==> src/sv/phslp_pkg.sv <==
// Shared types, sizes and codes for the pointer hash set.
package phslp_pkg;

  // Table geometry.
  localparam int TABLE_SLOTS = 1024;
  localparam int SLOT_W      = $clog2(TABLE_SLOTS);
  localparam int CNT_W       = SLOT_W + 1;
  localparam int KEY_W       = 64;

  // Queue between the front and the back.
  localparam int QUEUE_DEPTH = 2;
  localparam int QPTR_W      = $clog2(QUEUE_DEPTH);

  // Fibonacci hash multiplier and the slices of it that the home slot needs.
  localparam logic [KEY_W-1:0]  HASH_MULT   = 64'h9E3779B97F4A7C15;
  localparam logic [31:0]       HASH_C_LO   = HASH_MULT[31:0];
  localparam logic [SLOT_W-1:0] HASH_C_HI   = HASH_MULT[32 +: SLOT_W];
  localparam logic [SLOT_W-1:0] HASH_C_LO_N = HASH_MULT[SLOT_W-1:0];
  localparam int                KEY_SHIFT   = 4;

  // Operation codes.
  localparam logic OP_INSERT = 1'b0;
  localparam logic OP_REMOVE = 1'b1;

  // Result status codes.
  typedef logic [1:0] status_t;
  localparam status_t STAT_OK        = 2'd0;
  localparam status_t STAT_NOT_FOUND = 2'd1;
  localparam status_t STAT_FULL      = 2'd2;
  localparam status_t STAT_ZERO_KEY  = 2'd3;

  // Slot tag codes.
  typedef logic [1:0] tag_t;
  localparam tag_t TAG_EMPTY = 2'd0;
  localparam tag_t TAG_LIVE  = 2'd1;
  localparam tag_t TAG_DEAD  = 2'd2;

  // One classified operation as it travels from the front to the back.
  typedef struct packed {
    logic              op;
    logic              zero_key;
    logic [SLOT_W-1:0] home;
    logic [KEY_W-1:0]  key;
  } item_t;

  // Status that the back reports to the top level.
  typedef struct packed {
    logic clearing;
    logic probing;
  } back_stat_t;

endpackage

==> src/sv/phslp_front.sv <==
// Front end: accepts operations, flags zero keys and computes the home slot.
module phslp_front
  import phslp_pkg::*;
(
  input  logic             clk,
  input  logic             rst_n,
  input  logic             accept,
  input  logic             in_op,
  input  logic [KEY_W-1:0] in_key,
  input  logic             q_full,
  output logic             s1_busy,
  output logic             push,
  output item_t            push_item
);

  logic [KEY_W-1:0]  key_sh;
  logic [63:0]       prod_lo;
  logic [SLOT_W-1:0] cross_a;
  logic [SLOT_W-1:0] cross_b;

  logic              s1_valid_r, s1_valid_nxt;
  logic              op_r;
  logic              zero_r;
  logic [KEY_W-1:0]  key_r;
  logic [SLOT_W-1:0] prod_hi_r;
  logic [SLOT_W-1:0] cross_r;

  // Partial products of (key >> 4) * multiplier; only product bits from 32 upward matter.
  always_comb begin
    key_sh  = in_key >> KEY_SHIFT;
    prod_lo = 64'(key_sh[31:0]) * 64'(HASH_C_LO);
    cross_a = SLOT_W'(key_sh[SLOT_W-1:0] * HASH_C_HI);
    cross_b = SLOT_W'(key_sh[32 +: SLOT_W] * HASH_C_LO_N);
  end

  // The stage holds one operation until the queue has room for it.
  assign push    = s1_valid_r && !q_full;
  assign s1_busy = s1_valid_r && q_full;

  always_comb begin
    s1_valid_nxt = s1_valid_r;
    if (accept) begin
      s1_valid_nxt = 1'b1;
    end else if (push) begin
      s1_valid_nxt = 1'b0;
    end
  end

  always_ff @(posedge clk) begin
    if (!rst_n) begin
      s1_valid_r <= 1'b0;
    end else begin
      s1_valid_r <= s1_valid_nxt;
    end
  end

  // Payload of the stage.
  always_ff @(posedge clk) begin
    if (accept) begin
      op_r      <= in_op;
      key_r     <= in_key;
      zero_r    <= (in_key == '0);
      prod_hi_r <= prod_lo[32 +: SLOT_W];
      cross_r   <= SLOT_W'(cross_a + cross_b);
    end
  end

  // Final add of the partial products gives the home slot.
  always_comb begin
    push_item.op       = op_r;
    push_item.zero_key = zero_r;
    push_item.key      = key_r;
    push_item.home     = SLOT_W'(prod_hi_r + cross_r);
  end

endmodule

==> config.mk <==
export PLATFORM = sky130hd
export DESIGN_NAME = phslp_front
export DESIGN_NICKNAME = d
export VERILOG_FILES = /design/src/sv/phslp_pkg.sv /design/src/sv/phslp_front.sv
export SDC_FILE = /design/constraint.sdc
export NUM_CORES = 1
export LEC_CHECK = 0
export BUFFER_PORTS_ARGS = -buffer_cell sky130_fd_sc_hd__buf_2
export CAP_MARGIN = 20
export CORE_MARGIN = 2
export CORE_UTILIZATION = 55
export CTS_CLUSTER_SIZE = 8
export DETAILED_ROUTE_END_ITERATION = 12
export HOLD_SLACK_MARGIN = 0.15
export PLACE_DENSITY = 0.82
export SLEW_MARGIN = 20
export SYNTH_ARGS = -nofsm -noshare
export SYNTH_HDL_FRONTEND = slang
export SYNTH_SLANG_ARGS = --single-unit
==> constraint.sdc <==
create_clock -name clk -period 10.02 [get_ports clk]
set_clock_uncertainty 0.15 [all_clocks]
set_input_delay 1.503 -clock clk [delete_from_list [all_inputs] [get_ports clk]]
set_output_delay 1.503 -clock clk [all_outputs]
set_load 0.01 [all_outputs]
==> impl_metrics.tcl <==
set metrics [dict create \
    numClockSinks 87 \
    peak_freq_ghz 0.120 \
    row_count 62 \
    grt_pass1_wl_um 65200 \
    worstPathRequired_ps 9980 \
    synthesis.nets 2124 \
    fillCellCount 2286 \
    hold_path_startpoint "s1_valid_r" \
    setup_viol_count_final 0 \
    cp_slowest_stage_delay_ps 620 \
    h-tree-depth 3 \
    setup_tns_ps 0 \
    setup_repair_after_global_routing_missed_its_margin "false" \
    cpMostUsedCell "inv_1" \
    post-cts-setup-buffers 0 \
    port-buffer-count 146 \
    synthCells 1446 \
    layout_common_cells "inv_1, ha_1, fa_1" \
    synthToLayoutAreaGrowth_pct 9.70 \
    cp-end-kind "flop" \
    synth_sequential_area_ratio_pct 16.2 \
    finalCritPeriodShare_pct 83.2 \
    outcome "finished clean" \
    groute.usage.overall_pct 29.3 \
    antenna_found_initial 1 \
    worstReg2RegStart "s1_valid_r" \
    timing.critical_path.arrival_ps 8310 \
    timing.final.max_slew_violations 0 \
    wl_per_cell_um 21.3 \
    drive_gt1_share_pct 10.5 \
    crit_slowest_cell "fa_1" \
    dr.pass1.iters 6 \
    crit_fanout 7 \
    layout.nets 2279 \
    worstSetupPathType "in -> reg" \
    max_cap_violations 0 \
    die_w_um 175 \
    grt_remaining_overflow 0 \
    diodes 0 \
    worst_pin_slew_ps 809 \
    path_clk_slew_ps 70 \
    tritoncts_clock_tree "done" \
    post_synth_instance_area_mm2 0.0160 \
    ys_ff_latch 87 \
    slew_headroom_pct 46.1 \
    yosys_warning_count 0 \
    critPathLaunch "in_key[15]" \
    timing.hold.worst.class "reg -> reg" \
    number_of_buffers_created_by_cts 9 \
    layout.cells.most_common "inv_1" \
    final-hold-violation-count 0 \
    post_cts_resize_count 0 \
    start_util_pct 55.9 \
    die_y_um 175 \
    post_cts_hold_fix_bufs 0 \
    setup.worst_path.start_class "input port" \
    clk-insertion-delay-late_ps 360 \
    cts.root.buffer_cell "clkbuf_16" \
    first_iter_violations 590 \
    synth.avg_cell_area_um2 11.1 \
    synth_ff_type "edfxtp_1" \
    core_mm2 0.0287 \
    die_area_mm2 0.0305 \
    finalNonFillerCells 1990 \
    postRouteAntennaNets 0 \
    drt_wl_total_um 42300 \
    grt_max_degree 88 \
    routed-via-count 10569 \
    synth_cell_types 49 \
    synth_edf_count 86 \
    detailedPlacementHpwl_um 37000 \
    number_of_global_route_vias_before_repair 11438 \
    pin_count 147 \
    place_congestion 0.985 \
    synthArstFlopShare_pct 0 \
    min_tclk_post_route_ps 8340 \
    via_density_per_instance 5.31 \
    drcViolationCount 0 \
    placedCellCount 1974 \
    cts_buffer_depth 2 \
]
[worst max-delay path: cells and delay by family]
family,cells,cell delay [ps]
adders and majority gates,9,4040
AOI/OAI and AO/OA,5,1620
buffers and inverters,9,770
and+or+nand+nor,2,370
[state kept, by name, summed over array words and instances, names as in the netlist]
register    cells
cross_r        10
key_r          64
op_r            1
s1_valid_r      1
prod_hi_r      10
zero_r          1
[logic make-up after synthesis]
group                      Yosys count  share of synthesized area [%]
and+or+nand+nor                     80                           2.74
AOI/OAI and AO/OA                   93                           3.84
muxes                                1                         0.0624
buffers and inverters              513                           12.1
adders and majority gates          609                           61.6
xor gates and xnor gates            63                           3.44
DFF                                 87                           16.2
[stage by stage]
step                hold slack (ps)  cell area (µm²)  utilization (%)  setup slack, ps
finish                          442            17600             61.3             1680
global route                    493            17600             61.3             1390
CTS                             449            17600             61.3             1690
detailed placement              432            17200             60.1             1330
global placement                410            17200             60.1             1380
floorplan                       460            16000                -             2350
[metal layers]
layer | vias up | GRT usage (%) | part of all wire [%]
met3 | 88 | 5.68 | 8.3
met1 | 5304 | 39.2 | 41
met2 | 445 | 48.3 | 47
li1 | 4732 | - | -
met4 | 0 | 9.76 | 3.7
met5 | - | 0 | 0
[final timing paths]
kind,end,slack [ps],cells after the start
max,prod_hi_r[1],1680,25
min,s1_valid_r,440,2
max reg2reg,s1_valid_r,9160,2
min reg2reg,s1_valid_r,440,2
[synthesized netlist by cell type, types with 2 or more instances]
cell type,instances,area (µm²)
a211o_1,2,17.5
nor3_1,9,45.0
and2_1,3,18.8
a21oi_2,3,26.3
nor4_1,6,37.5
and4_1,3,26.3
nand2b_1,3,18.8
xor2_1,13,114
nor4b_1,3,26.3
ha_1,307,3840
inv_1,511,1920
nand2_1,16,60.1
nor2b_1,3,18.8
buf_4,2,15.0
o21a_1,2,15.0
o22ai_1,2,12.5
a211oi_1,4,30.0
fa_1,302,6050
nand3_1,7,35.0
nor2_1,13,48.8
o21bai_1,6,45.0
nand4b_1,2,17.5
and3_1,3,18.8
a211oi_2,2,25.0
a21oi_1,30,150
o21ai_0,13,65.1
edfxtp_1,86,2580
o21ai_1,2,10.0
a21o_1,15,113
xnor2_1,50,438
nand4_1,5,31.3
[layout make-up]
cell class | count | area, µm² | area share [%]
clock inverters | 7 | 128 | 0.725
multi-input cells | 846 | 11500 | 65.4
inverters | 511 | 1920 | 10.9
clock buffers | 9 | 225 | 1.28
flip-flops and latches | 87 | 2600 | 14.8
repair buffers | 146 | 737 | 4.19
well taps | 384 | 480 | 2.73
Power is not shown: default switching activity piles up to over one toggle a cycle in this logic, so the estimate is an artifact.
