<file path="src/sv/phslp_pkg.sv">
// Shared types, sizes and codes for the pointer hash set.
package phslp_pkg;

  // Table geometry.
  localparam int TABLE_SLOTS = 1024;
  localparam int SLOT_W      = $clog2(TABLE_SLOTS);
  localparam int CNT_W       = SLOT_W + 1;
  localparam int KEY_W       = 64;

  // Queue between the front and the back.
  localparam int QUEUE_DEPTH = 2;
  localparam int QPTR_W      = $clog2(QUEUE_DEPTH);

  // Fibonacci hash multiplier and the slices of it that the home slot needs.
  localparam logic [KEY_W-1:0]  HASH_MULT   = 64'h9E3779B97F4A7C15;
  localparam logic [31:0]       HASH_C_LO   = HASH_MULT[31:0];
  localparam logic [SLOT_W-1:0] HASH_C_HI   = HASH_MULT[32 +: SLOT_W];
  localparam logic [SLOT_W-1:0] HASH_C_LO_N = HASH_MULT[SLOT_W-1:0];
  localparam int                KEY_SHIFT   = 4;

  // Operation codes.
  localparam logic OP_INSERT = 1'b0;
  localparam logic OP_REMOVE = 1'b1;

  // Result status codes.
  typedef logic [1:0] status_t;
  localparam status_t STAT_OK        = 2'd0;
  localparam status_t STAT_NOT_FOUND = 2'd1;
  localparam status_t STAT_FULL      = 2'd2;
  localparam status_t STAT_ZERO_KEY  = 2'd3;

  // Slot tag codes.
  typedef logic [1:0] tag_t;
  localparam tag_t TAG_EMPTY = 2'd0;
  localparam tag_t TAG_LIVE  = 2'd1;
  localparam tag_t TAG_DEAD  = 2'd2;

  // One classified operation as it travels from the front to the back.
  typedef struct packed {
    logic              op;
    logic              zero_key;
    logic [SLOT_W-1:0] home;
    logic [KEY_W-1:0]  key;
  } item_t;

  // Status that the back reports to the top level.
  typedef struct packed {
    logic clearing;
    logic probing;
  } back_stat_t;

endpackage

</file>
<file path="src/sv/phslp_queue.sv">
// Short queue of classified operations between the front and the back.
module phslp_queue
  import phslp_pkg::*;
(
  input  logic  clk,
  input  logic  rst_n,
  input  logic  push,
  input  item_t push_item,
  input  logic  pop,
  output item_t head_item,
  output logic  q_full,
  output logic  q_empty
);

  item_t             store_r [QUEUE_DEPTH];
  logic [QPTR_W-1:0] wr_ptr_r, wr_ptr_nxt;
  logic [QPTR_W-1:0] rd_ptr_r, rd_ptr_nxt;
  logic [QPTR_W:0]   count_r, count_nxt;

  assign q_full    = (count_r == (QPTR_W+1)'(QUEUE_DEPTH));
  assign q_empty   = (count_r == '0);
  assign head_item = store_r[rd_ptr_r];

  // Pointer and fill count update.
  always_comb begin
    wr_ptr_nxt = wr_ptr_r;
    rd_ptr_nxt = rd_ptr_r;
    count_nxt  = count_r;
    if (push) begin
      wr_ptr_nxt = (wr_ptr_r == QPTR_W'(QUEUE_DEPTH - 1)) ? '0 : QPTR_W'(wr_ptr_r + 1'b1);
    end
    if (pop) begin
      rd_ptr_nxt = (rd_ptr_r == QPTR_W'(QUEUE_DEPTH - 1)) ? '0 : QPTR_W'(rd_ptr_r + 1'b1);
    end
    if (push && !pop) begin
      count_nxt = (QPTR_W+1)'(count_r + 1'b1);
    end else if (pop && !push) begin
      count_nxt = (QPTR_W+1)'(count_r - 1'b1);
    end
  end

  always_ff @(posedge clk) begin
    if (!rst_n) begin
      wr_ptr_r <= '0;
      rd_ptr_r <= '0;
      count_r  <= '0;
    end else begin
      wr_ptr_r <= wr_ptr_nxt;
      rd_ptr_r <= rd_ptr_nxt;
      count_r  <= count_nxt;
    end
  end

  // Entry storage.
  always_ff @(posedge clk) begin
    if (push) begin
      store_r[wr_ptr_r] <= push_item;
    end
  end

endmodule

</file>
<file path="config.mk">
export PLATFORM = sky130hd
export DESIGN_NAME = phslp_queue
export DESIGN_NICKNAME = d
export VERILOG_FILES = /design/src/sv/phslp_pkg.sv /design/src/sv/phslp_queue.sv
export SDC_FILE = /design/constraint.sdc
export NUM_CORES = 1
export LEC_CHECK = 0
export ABC_AREA = 0
export CORE_ASPECT_RATIO = 1.2
export CORE_MARGIN = 10
export CORE_UTILIZATION = 65
export CTS_CLUSTER_SIZE = 8
export DETAILED_ROUTE_END_ITERATION = 6
export DONT_BUFFER_PORTS = 1
export HOLD_SLACK_MARGIN = 0.15
export PLACE_DENSITY = 0.78
export SETUP_SLACK_MARGIN = 0.05
export SLEW_MARGIN = 5
export SYNTH_ARGS = -nofsm -noshare
export SYNTH_HDL_FRONTEND = slang
export SYNTH_SLANG_ARGS = --single-unit
</file>
<file path="constraint.sdc">
create_clock -name clk -period 8.26 [get_ports clk]
set_input_delay 0.826 -clock clk [delete_from_list [all_inputs] [get_ports clk]]
set_output_delay 0.826 -clock clk [all_outputs]
set_load 0.05 [all_outputs]
</file>
==> results of run 1 <==
[registers in the layout, indices dropped and copies added (netlist names), named ones only]
| register | flops |
|---|---|
| count_r | 2 |
| rd_ptr_r | 1 |
| store_r | 152 |
| wr_ptr_r | 1 |
[path summary, 6_finish.rpt]
| check | from | endpoint | slack, ns | cells after the start |
|---|---|---|---|---|
| worst max-delay path | flop | head_item[9] | 4.99 | 2 |
| worst min-delay path | push_item[64] | store_r[0][64] | 0.41 | 0 |
| worst max register to register | wr_ptr_r | store_r[0][25] | 6.16 | 2 |
| worst min register to register | count_r[1] | count_r[1] | 0.51 | 2 |
[layout make-up]
class                   count  area (um2)
well taps                 117         146
clock inverters            12         146
repair buffers              2        15.0
multi-input cells          92        1130
inverters                   1        3.75
clock buffers              20         425
flip-flops and latches    157        4670
fillers                   530        2170
[stage by stage]
step                      area (um2)  power, uW
after floorplan                 5860       1190
after global placement          5960       1210
after detailed placement        5960       1220
after CTS                       6540       1950
after global routing            6540       2000
final                           6540       1940
[per-layer routing]
metal  up-vias  part of all wire (%)
li1       1040                     -
met5         -                     0
met1      1181                    32
met4         0                   1.0
met2       107                    54
met3        10                    13
[critical path, stage by stage (launching register included)]
cell	delay (ns)
sky130_fd_sc_hd__dfxtp_4	0.67
sky130_fd_sc_hd__buf_4	0.65
sky130_fd_sc_hd__mux2_2	0.55
[power by group through the flow]
stage | Clock [uW] | Sequential (uW) | Combinational [uW]
4_1_cts | 749 | 941 | 260
3_3_place_gp | 0 | 954 | 256
2_1_floorplan | 0 | 948 | 245
5_1_grt | 787 | 944 | 265
3_5_place_dp | 0 | 956 | 259
6_report | 740 | 940 | 256
[placed cells by master, fill, tap and decap left out, drive strengths merged]
cell,synthesis,final
a21boi,1,1
and2,4,4
and2b,1,1
buf,8,2
bufinv,0,3
clkbuf,0,20
clkinv,0,4
clkinvlp,0,5
dfxtp,5,5
edfxtp,152,152
ha,1,1
inv,1,1
mux2,76,76
nor2,1,1
nor2b,2,2
o21a,1,1
o21ai,1,1
or3,1,1
xnor2,1,1
xor2,2,2
[cell families after synthesis]
group | after synthesis | synth area share [%]
multiplexers | 76 | 17.2
flip-flops | 157 | 79.7
AND/OR/NAND/NOR | 9 | 0.940
adder cells (fa/ha/maj) | 1 | 0.214
buffers and inverters | 9 | 1.22
AO/OA/AOI/OAI | 3 | 0.342
XOR/XNOR | 3 | 0.449
==> impl_results.html, run 1 <==
<table>
<tr><th>Metric</th><th>Value</th></tr>
<tr><th colspan="2">Clocking</th></tr>
<tr><td>Setup fix buffers added after clock tree synthesis</td><td>0</td></tr>
<tr><td>Max Root-Sink Buffers</td><td>2</td></tr>
<tr><td>Total clock buffers created by CTS</td><td>17</td></tr>
<tr><td>Hold-fix buffers at CTS</td><td>0</td></tr>
<tr><td>PostCTS Resize Cnt</td><td>0</td></tr>
<tr><td>Master cell of the clock root buffer</td><td>sky130_fd_sc_hd__clkbuf_8</td></tr>
<tr><td>Clock latency on the worst-skew pair</td><td>0.51 ns</td></tr>
<tr><td>TritonCTS clock tree</td><td>built</td></tr>
<tr><td>Clk sinks</td><td>157</td></tr>
<tr><td>Post-CTS clock slew at the launch and capture registers of the worst setup and hold paths</td><td>0.06 ns</td></tr>
<tr><td>Number of levels in the clock H-tree</td><td>4</td></tr>
<tr><th colspan="2">Routing</th></tr>
<tr><td>Total routed wirelength</td><td>10.4 mm</td></tr>
<tr><td>Average routed wire per standard cell</td><td>26.0 um</td></tr>
<tr><td>Routed vias/inst</td><td>5.83</td></tr>
<tr><td>Drt initial violations</td><td>122</td></tr>
<tr><td>Via Count</td><td>2338</td></tr>
<tr><td>Number of remaining DRC errors</td><td>0</td></tr>
<tr><td>DR pass1 iterations</td><td>4</td></tr>
<tr><td>Remaining antenna violation count</td><td>0</td></tr>
<tr><th colspan="2">Power</th></tr>
<tr><td>Static leakage power</td><td>0.00224 uW</td></tr>
<tr><td>Internal power</td><td>1440 uW</td></tr>
<tr><td>Total power per unit cell area</td><td>296 nW/um2</td></tr>
<tr><td>Highest ir drop seen on vdd</td><td>223 uV</td></tr>
<tr><td>Part of the total power dissipated in the clock network</td><td>38.2%</td></tr>
<tr><td>Psw</td><td>495 uW</td></tr>
<tr><td>Share of total power in sequential cells</td><td>48.6%</td></tr>
<tr><td>Sw frac</td><td>25.6%</td></tr>
<tr><td>Power share of the combinational group</td><td>13.2%</td></tr>
<tr><th colspan="2">Placed design</th></tr>
<tr><td>Number of buffers inserted by port buffering</td><td>0</td></tr>
<tr><td>Setup slack at placement</td><td>5.51 ns</td></tr>
<tr><td>Final weighted congestion in routability-driven placement</td><td>0.670</td></tr>
<tr><td>Final HPWL DP</td><td>7.08 mm</td></tr>
<tr><td>Placed instance count</td><td>369</td></tr>
<tr><th colspan="2">Synth</th></tr>
<tr><td>Number of enable flip-flop cells after synthesis</td><td>152</td></tr>
<tr><td>Top post-synthesis cells by area</td><td>sky130_fd_sc_hd__edfxtp_1 (78%), sky130_fd_sc_hd__mux2_4 (10%), sky130_fd_sc_hd__mux2_2 (6.9%), sky130_fd_sc_hd__dfxtp_1 (1.7%), sky130_fd_sc_hd__buf_6 (0.77%)</td></tr>
<tr><td>Most used flip-flop cell after synthesis</td><td>sky130_fd_sc_hd__edfxtp_1</td></tr>
<tr><td>Synthesized area</td><td>5860 um2</td></tr>
<tr><td>Number of nets in the synthesized netlist</td><td>339</td></tr>
<tr><td>Commonest cells post-synth</td><td>sky130_fd_sc_hd__edfxtp_1 (152), sky130_fd_sc_hd__mux2_4 (40), sky130_fd_sc_hd__mux2_2 (36), sky130_fd_sc_hd__dfxtp_1 (5)</td></tr>
<tr><td>Synth warn</td><td>0</td></tr>
<tr><td>Number of instances in the synthesized netlist</td><td>258</td></tr>
<tr><td>Library cell occupying the most area in the post-synthesis netlist</td><td>sky130_fd_sc_hd__edfxtp_1</td></tr>
<tr><td>Fraction of synthesis flops using an asynchronous set or reset pin</td><td>0%</td></tr>
<tr><td>Share of the yosys chip area belonging to registers</td><td>79.7%</td></tr>
<tr><td>Top-area cell type share of the netlist area</td><td>77.9%</td></tr>
<tr><td>Most frequent cell after synthesis</td><td>sky130_fd_sc_hd__edfxtp_1</td></tr>
<tr><td>Average cell area after synthesis</td><td>22.7 um2</td></tr>
<tr><td>Register bit count reported by yosys</td><td>157</td></tr>
<tr><td>Distinct cells, synth</td><td>19</td></tr>
<tr><th colspan="2">Die</th></tr>
<tr><td>Number of I/O pins</td><td>158</td></tr>
<tr><td>Die area</td><td>13200 um2</td></tr>
<tr><td>Initial standard-cell utilization of the core</td><td>67.3%</td></tr>
<tr><td>Placeable core region</td><td>8700 um2</td></tr>
<tr><td>X dimension of the die</td><td>107 um</td></tr>
<tr><td>Die H</td><td>124 um</td></tr>
<tr><td>Std cell rows</td><td>37</td></tr>
<tr><th colspan="2">Global routing</th></tr>
<tr><td>Met2 demand-to-capacity share in global routing</td><td>26.7%</td></tr>
<tr><td>First-pass GRT wire length</td><td>15.2 mm</td></tr>
<tr><td>GRT Max-Usage Layer</td><td>met2</td></tr>
<tr><td>Total congestion overflow</td><td>0</td></tr>
<tr><td>Number of antenna violations at the first check in global routing</td><td>0</td></tr>
<tr><td>GRT Resource Usage Total</td><td>15.9%</td></tr>
<tr><td>Vias in the first global route</td><td>2593</td></tr>
<tr><td>Fraction of met3 tracks used by global routing</td><td>10.6%</td></tr>
<tr><td>Largest net degree at the start of global routing</td><td>77</td></tr>
<tr><td>GR Util met1</td><td>15.1%</td></tr>
<tr><th colspan="2">STA</th></tr>
<tr><td>Min Tclk post-route</td><td>3.27 ns</td></tr>
<tr><td>Final count of pins violating max slew</td><td>0</td></tr>
<tr><td>Rel. slew slack</td><td>32.7%</td></tr>
<tr><td>Crit share post-route</td><td>39.6%</td></tr>
<tr><td>Maximum frequency from static timing analysis</td><td>0.306 GHz</td></tr>
<tr><td>Worst clock skew</td><td>0.00734 ns</td></tr>
<tr><td>Unrepaired setup endpoints after global routing</td><td>false</td></tr>
<tr><td>Slew at the pin closest to its max-slew limit</td><td>1.01 ns</td></tr>
<tr><td>Fin Hold WS</td><td>0.406 ns</td></tr>
<tr><td>Setup ws final</td><td>4.99 ns</td></tr>
<tr><td>Setup TNS Final</td><td>0 ns</td></tr>
<tr><td>Count of endpoints failing hold in the final timing report</td><td>0</td></tr>
<tr><td>Final number of setup-violating endpoints</td><td>0</td></tr>
<tr><th colspan="2">Cells and area</th></tr>
<tr><td>Post-route insts no fill</td><td>401</td></tr>
<tr><td>Diodes inserted</td><td>0</td></tr>
<tr><td>Share of cells above drive strength 1</td><td>38.4%</td></tr>
<tr><td>Utilization of the core after routing</td><td>75.1%</td></tr>
<tr><td>Area grow syn2layout</td><td>11.6%</td></tr>
<tr><td>Number of nets in the layout</td><td>352</td></tr>
<tr><th colspan="2">Worst setup path</th></tr>
<tr><td>Setup crit end kind</td><td>output pin</td></tr>
<tr><td>Worst Path Arrival</td><td>2.44 ns</td></tr>
<tr><td>Kind of start point of the critical path</td><td>flop</td></tr>
<tr><td>Critical path peak fanout</td><td>47</td></tr>
<tr><td>Critical path class</td><td>reg2out</td></tr>
<tr><td>Critical path required time</td><td>7.43 ns</td></tr>
<tr><th colspan="2">Run status</th></tr>
<tr><td>Status</td><td>finished, final reports clean</td></tr>
<tr><th colspan="2">Worst hold path</th></tr>
<tr><td>Hold Path Class</td><td>in2reg</td></tr>
<tr><th colspan="2">Job</th></tr>
<tr><td>Count of max-cap constraint violations</td><td>0</td></tr>
</table>
No activity file was read; power rests on OpenSTA's default activity.
==> run 2, diff against run 1 <==
--- a/config.mk
+++ b/config.mk
@@ -8,12 +8,12 @@
 export ABC_AREA = 0
 export CORE_ASPECT_RATIO = 1.2
 export CORE_MARGIN = 10
-export CORE_UTILIZATION = 65
+export CORE_UTILIZATION = 56
 export CTS_CLUSTER_SIZE = 8
 export DETAILED_ROUTE_END_ITERATION = 6
 export DONT_BUFFER_PORTS = 1
 export HOLD_SLACK_MARGIN = 0.15
-export PLACE_DENSITY = 0.78
+export PLACE_DENSITY = 0.71
 export SETUP_SLACK_MARGIN = 0.05
 export SLEW_MARGIN = 5
 export SYNTH_ARGS = -nofsm -noshare
==> constraint.sdc (replaced) <==
create_clock -name clk -period 2.7 [get_ports clk]
set_input_delay 0.27 -clock clk [delete_from_list [all_inputs] [get_ports clk]]
set_output_delay 0.27 -clock clk [all_outputs]
set_load 0.05 [all_outputs]
==> run 2 against run 1 <==
Compared with the run above: sequential share of layout area fell by 8.8 points; total power rose to 3.2 times the previous value; critical endpoint is now head_item[4]; cell area grew 14%; largest cell class unchanged; clock skew down 0.0024 ns; highest routed layer unchanged.
==> impl_results.html, run 2 (synthesized netlist as in run 1, its figures left out) <==
<table>
<tr><th>Metric</th><th>Value</th></tr>
<tr><th colspan="2">Cells and area</th></tr>
<tr><td>Utilization of the core after routing</td><td>73.7%</td></tr>
<tr><td>Number of nets in the layout</td><td>435</td></tr>
<tr><td>Largest registers in the final layout</td><td>store_r (152), count_r (2)</td></tr>
<tr><td>Register cell area after layout</td><td>4670 um2</td></tr>
<tr><td>Filler cell count in the final layout</td><td>584</td></tr>
<tr><td>Area of combinational cells with multiple inputs</td><td>1130 um2</td></tr>
<tr><td>Number of flip-flops under the largest register name</td><td>152</td></tr>
<tr><td>Post-route insts no fill</td><td>493</td></tr>
<tr><td>Most frequent cells in the layout</td><td>sky130_fd_sc_hd__edfxtp_1 (152), sky130_fd_sc_hd__dlygate4sd3_1 (80), sky130_fd_sc_hd__mux2_4 (40), sky130_fd_sc_hd__mux2_2 (36), sky130_fd_sc_hd__clkbuf_16 (17)</td></tr>
<tr><td>Area grow syn2layout</td><td>27.3%</td></tr>
<tr><td>Reg with most FFs</td><td>store_r</td></tr>
<tr><td>Share of cells above drive strength 1</td><td>30.6%</td></tr>
<tr><td>Most common library cell in the layout ignoring fill and taps</td><td>sky130_fd_sc_hd__edfxtp_1</td></tr>
<tr><th colspan="2">Worst setup path</th></tr>
<tr><td>Chain of cells forming the critical path</td><td>buf_12 &gt; mux2_2</td></tr>
<tr><td>Worst Path Arrival</td><td>1.93 ns</td></tr>
<tr><td>Setup crit end kind</td><td>output pin</td></tr>
<tr><td>Combined buffer and inverter count along the critical path</td><td>1</td></tr>
<tr><td>Critical path peak fanout</td><td>37</td></tr>
<tr><td>Critical R2R Capture</td><td>store_r[0][62]</td></tr>
<tr><td>Max stage delay on crit path</td><td>0.73 ns</td></tr>
<tr><td>Kind of start point of the critical path</td><td>flop</td></tr>
<tr><td>Internal reg-to-reg setup slack</td><td>1.09 ns</td></tr>
<tr><td>CP delay by family, top</td><td>flip-flops</td></tr>
<tr><td>Critical path required time</td><td>2.43 ns</td></tr>
<tr><td>Critical path class</td><td>reg2out</td></tr>
<tr><td>CP max-delay cell</td><td>sky130_fd_sc_hd__dfxtp_4</td></tr>
<tr><td>Startpoint of the worst-slack reg-to-reg timing path</td><td>wr_ptr_r</td></tr>
<tr><td>Number of cells traversed by the worst register-to-register path</td><td>2</td></tr>
<tr><th colspan="2">Power</th></tr>
<tr><td>Highest ir drop seen on vdd</td><td>503 uV</td></tr>
<tr><td>Static leakage power</td><td>0.00263 uW</td></tr>
<tr><td>Total power per unit cell area</td><td>830 nW/um2</td></tr>
<tr><th colspan="2">Worst hold path</th></tr>
<tr><td>Worst hold path depth</td><td>3</td></tr>
<tr><td>Endpoint of the worst hold path</td><td>count_r[1]</td></tr>
<tr><td>Hold Path Class</td><td>in2reg</td></tr>
<tr><td>Hold path startpoint</td><td>push</td></tr>
<tr><th colspan="2">Die</th></tr>
<tr><td>Std cell rows</td><td>40</td></tr>
<tr><td>Die area</td><td>15000 um2</td></tr>
<tr><td>Placeable core region</td><td>10100 um2</td></tr>
<tr><td>X dimension of the die</td><td>113 um</td></tr>
<tr><td>Initial standard-cell utilization of the core</td><td>57.9%</td></tr>
<tr><td>Number of I/O pins</td><td>158</td></tr>
<tr><td>Die H</td><td>132 um</td></tr>
<tr><th colspan="2">Clocking</th></tr>
<tr><td>Max Root-Sink Buffers</td><td>2</td></tr>
<tr><td>Post-CTS clock slew at the launch and capture registers of the worst setup and hold paths</td><td>0.06 ns</td></tr>
<tr><td>Master cell of the clock root buffer</td><td>sky130_fd_sc_hd__clkbuf_16</td></tr>
<tr><td>Hold-fix buffers at CTS</td><td>80</td></tr>
<tr><td>PostCTS Resize Cnt</td><td>0</td></tr>
<tr><td>Setup fix buffers added after clock tree synthesis</td><td>0</td></tr>
<tr><td>Clock latency on the worst-skew pair</td><td>0.41 ns</td></tr>
<tr><td>Clk sinks</td><td>157</td></tr>
<tr><td>Number of levels in the clock H-tree</td><td>4</td></tr>
<tr><td>Total clock buffers created by CTS</td><td>17</td></tr>
<tr><td>TritonCTS clock tree</td><td>built</td></tr>
<tr><th colspan="2">Routing</th></tr>
<tr><td>Routed wire length on met2</td><td>5.74 mm</td></tr>
<tr><td>Met3 Wirelength</td><td>951 um</td></tr>
<tr><td>Number of remaining DRC errors</td><td>0</td></tr>
<tr><td>Total routed wirelength</td><td>11.1 mm</td></tr>
<tr><td>Uppermost metal layer occupied by signal nets</td><td>met4</td></tr>
<tr><td>DR pass1 iterations</td><td>4</td></tr>
<tr><td>Remaining antenna violation count</td><td>0</td></tr>
<tr><td>Metal-1 WL</td><td>4.25 mm</td></tr>
<tr><td>Average routed wire per standard cell</td><td>22.6 um</td></tr>
<tr><td>Drt initial violations</td><td>93</td></tr>
<tr><td>Via Count</td><td>2690</td></tr>
<tr><td>Routed vias/inst</td><td>5.46</td></tr>
<tr><th colspan="2">STA</th></tr>
<tr><td>Final count of pins violating max slew</td><td>0</td></tr>
<tr><td>Min Tclk post-route</td><td>2.20 ns</td></tr>
<tr><td>Count of endpoints failing hold in the final timing report</td><td>0</td></tr>
<tr><td>Crit share post-route</td><td>81.6%</td></tr>
<tr><td>Worst clock skew</td><td>0.00496 ns</td></tr>
<tr><td>Final number of setup-violating endpoints</td><td>0</td></tr>
<tr><td>Maximum frequency from static timing analysis</td><td>0.454 GHz</td></tr>
<tr><td>Slew at the pin closest to its max-slew limit</td><td>0.934 ns</td></tr>
<tr><td>Setup TNS Final</td><td>0 ns</td></tr>
<tr><td>Rel. slew slack</td><td>37.5%</td></tr>
<tr><td>Unrepaired setup endpoints after global routing</td><td>false</td></tr>
<tr><th colspan="2">Placed design</th></tr>
<tr><td>Placed instance count</td><td>381</td></tr>
<tr><td>Number of buffers inserted by port buffering</td><td>0</td></tr>
<tr><td>Final HPWL DP</td><td>7.07 mm</td></tr>
<tr><td>Final weighted congestion in routability-driven placement</td><td>0.737</td></tr>
<tr><th colspan="2">Job</th></tr>
<tr><td>Count of max-cap constraint violations</td><td>0</td></tr>
<tr><th colspan="2">Global routing</th></tr>
<tr><td>First-pass GRT wire length</td><td>17.3 mm</td></tr>
<tr><td>Largest net degree at the start of global routing</td><td>41</td></tr>
<tr><td>Total congestion overflow</td><td>0</td></tr>
<tr><td>Number of antenna violations at the first check in global routing</td><td>1</td></tr>
<tr><td>Vias in the first global route</td><td>3037</td></tr>
<tr><td>GRT Resource Usage Total</td><td>15.2%</td></tr>
<tr><th colspan="2">Run status</th></tr>
<tr><td>Status</td><td>finished, final reports clean</td></tr>
</table>
run 2: cell count changes in the layout (fill, tap and decap cells not counted), sizes merged:
cell / before / now
diode: 0 / 1
clkbuf: 20 / 19
inv: 1 / 2
buf: 2 / 5
dlygate4sd3: 0 / 80
bufinv: 3 / 4
clkinvlp: 5 / 3
run 2: cell type report:
| cell class | instances | area share (%) |
|---|---|---|
| clock buffers | 19 | 5.81 |
| repair buffers | 85 | 11.9 |
| diodes | 1 | 0.0336 |
| flip-flops and latches | 157 | 62.6 |
| well taps | 126 | 2.12 |
| clock inverters | 12 | 2.28 |
| multi-input cells | 92 | 15.2 |
| inverters | 1 | 0.0504 |
run 2: worst min-delay path, delay by kind of cell:
family	cells	cell delay, ns
adder cells (fa/ha/maj)	1	0.15
AND/OR/NAND/NOR	1	0.11
AO/OA/AOI/OAI	1	0.05
run 2: worst max path at each step:
| stage | endpoint | slack, ns | cells past startpoint |
|---|---|---|---|
| 6_report | head_item[4] | 0.50 | 2 |
| 5_1_grt | head_item[58] | 0.41 | 2 |
| 4_1_cts | head_item[4] | 0.46 | 2 |
| 3_5_place_dp | head_item[4] | 0.90 | 2 |
| 3_3_place_gp | head_item[58] | 0.91 | 2 |
| 2_1_floorplan | store_r[1][0] | 0.1 | 1 |
run 2: power breakdown:
part	switching, uW	leakage (uW)	total (uW)	internal [uW]
clock network	864	0.000287	2400	1530
logic	626	0.000874	911	284
registers	60.3	0.00147	2880	2820
total	1550	0.00263	6180	4630
run 2: through the flow:
step	worst slack (ns)	cell area, um2	hold slack (ns)	total power (uW)
finish	0.496	7450	0.219	6180
global route	0.410	7450	0.233	6380
CTS	0.455	7450	0.202	6240
detailed placement	0.899	6050	0.369	3730
global placement	0.910	6050	0.369	3720
floorplan	0.0972	5860	0.369	3650
run 2: routing by layer:
metal,vias up,GRT usage [%]
met2,107,24.8
met1,1345,16.2
met4,0,6.21
met5,-,0
li1,1220,-
met3,18,7.42
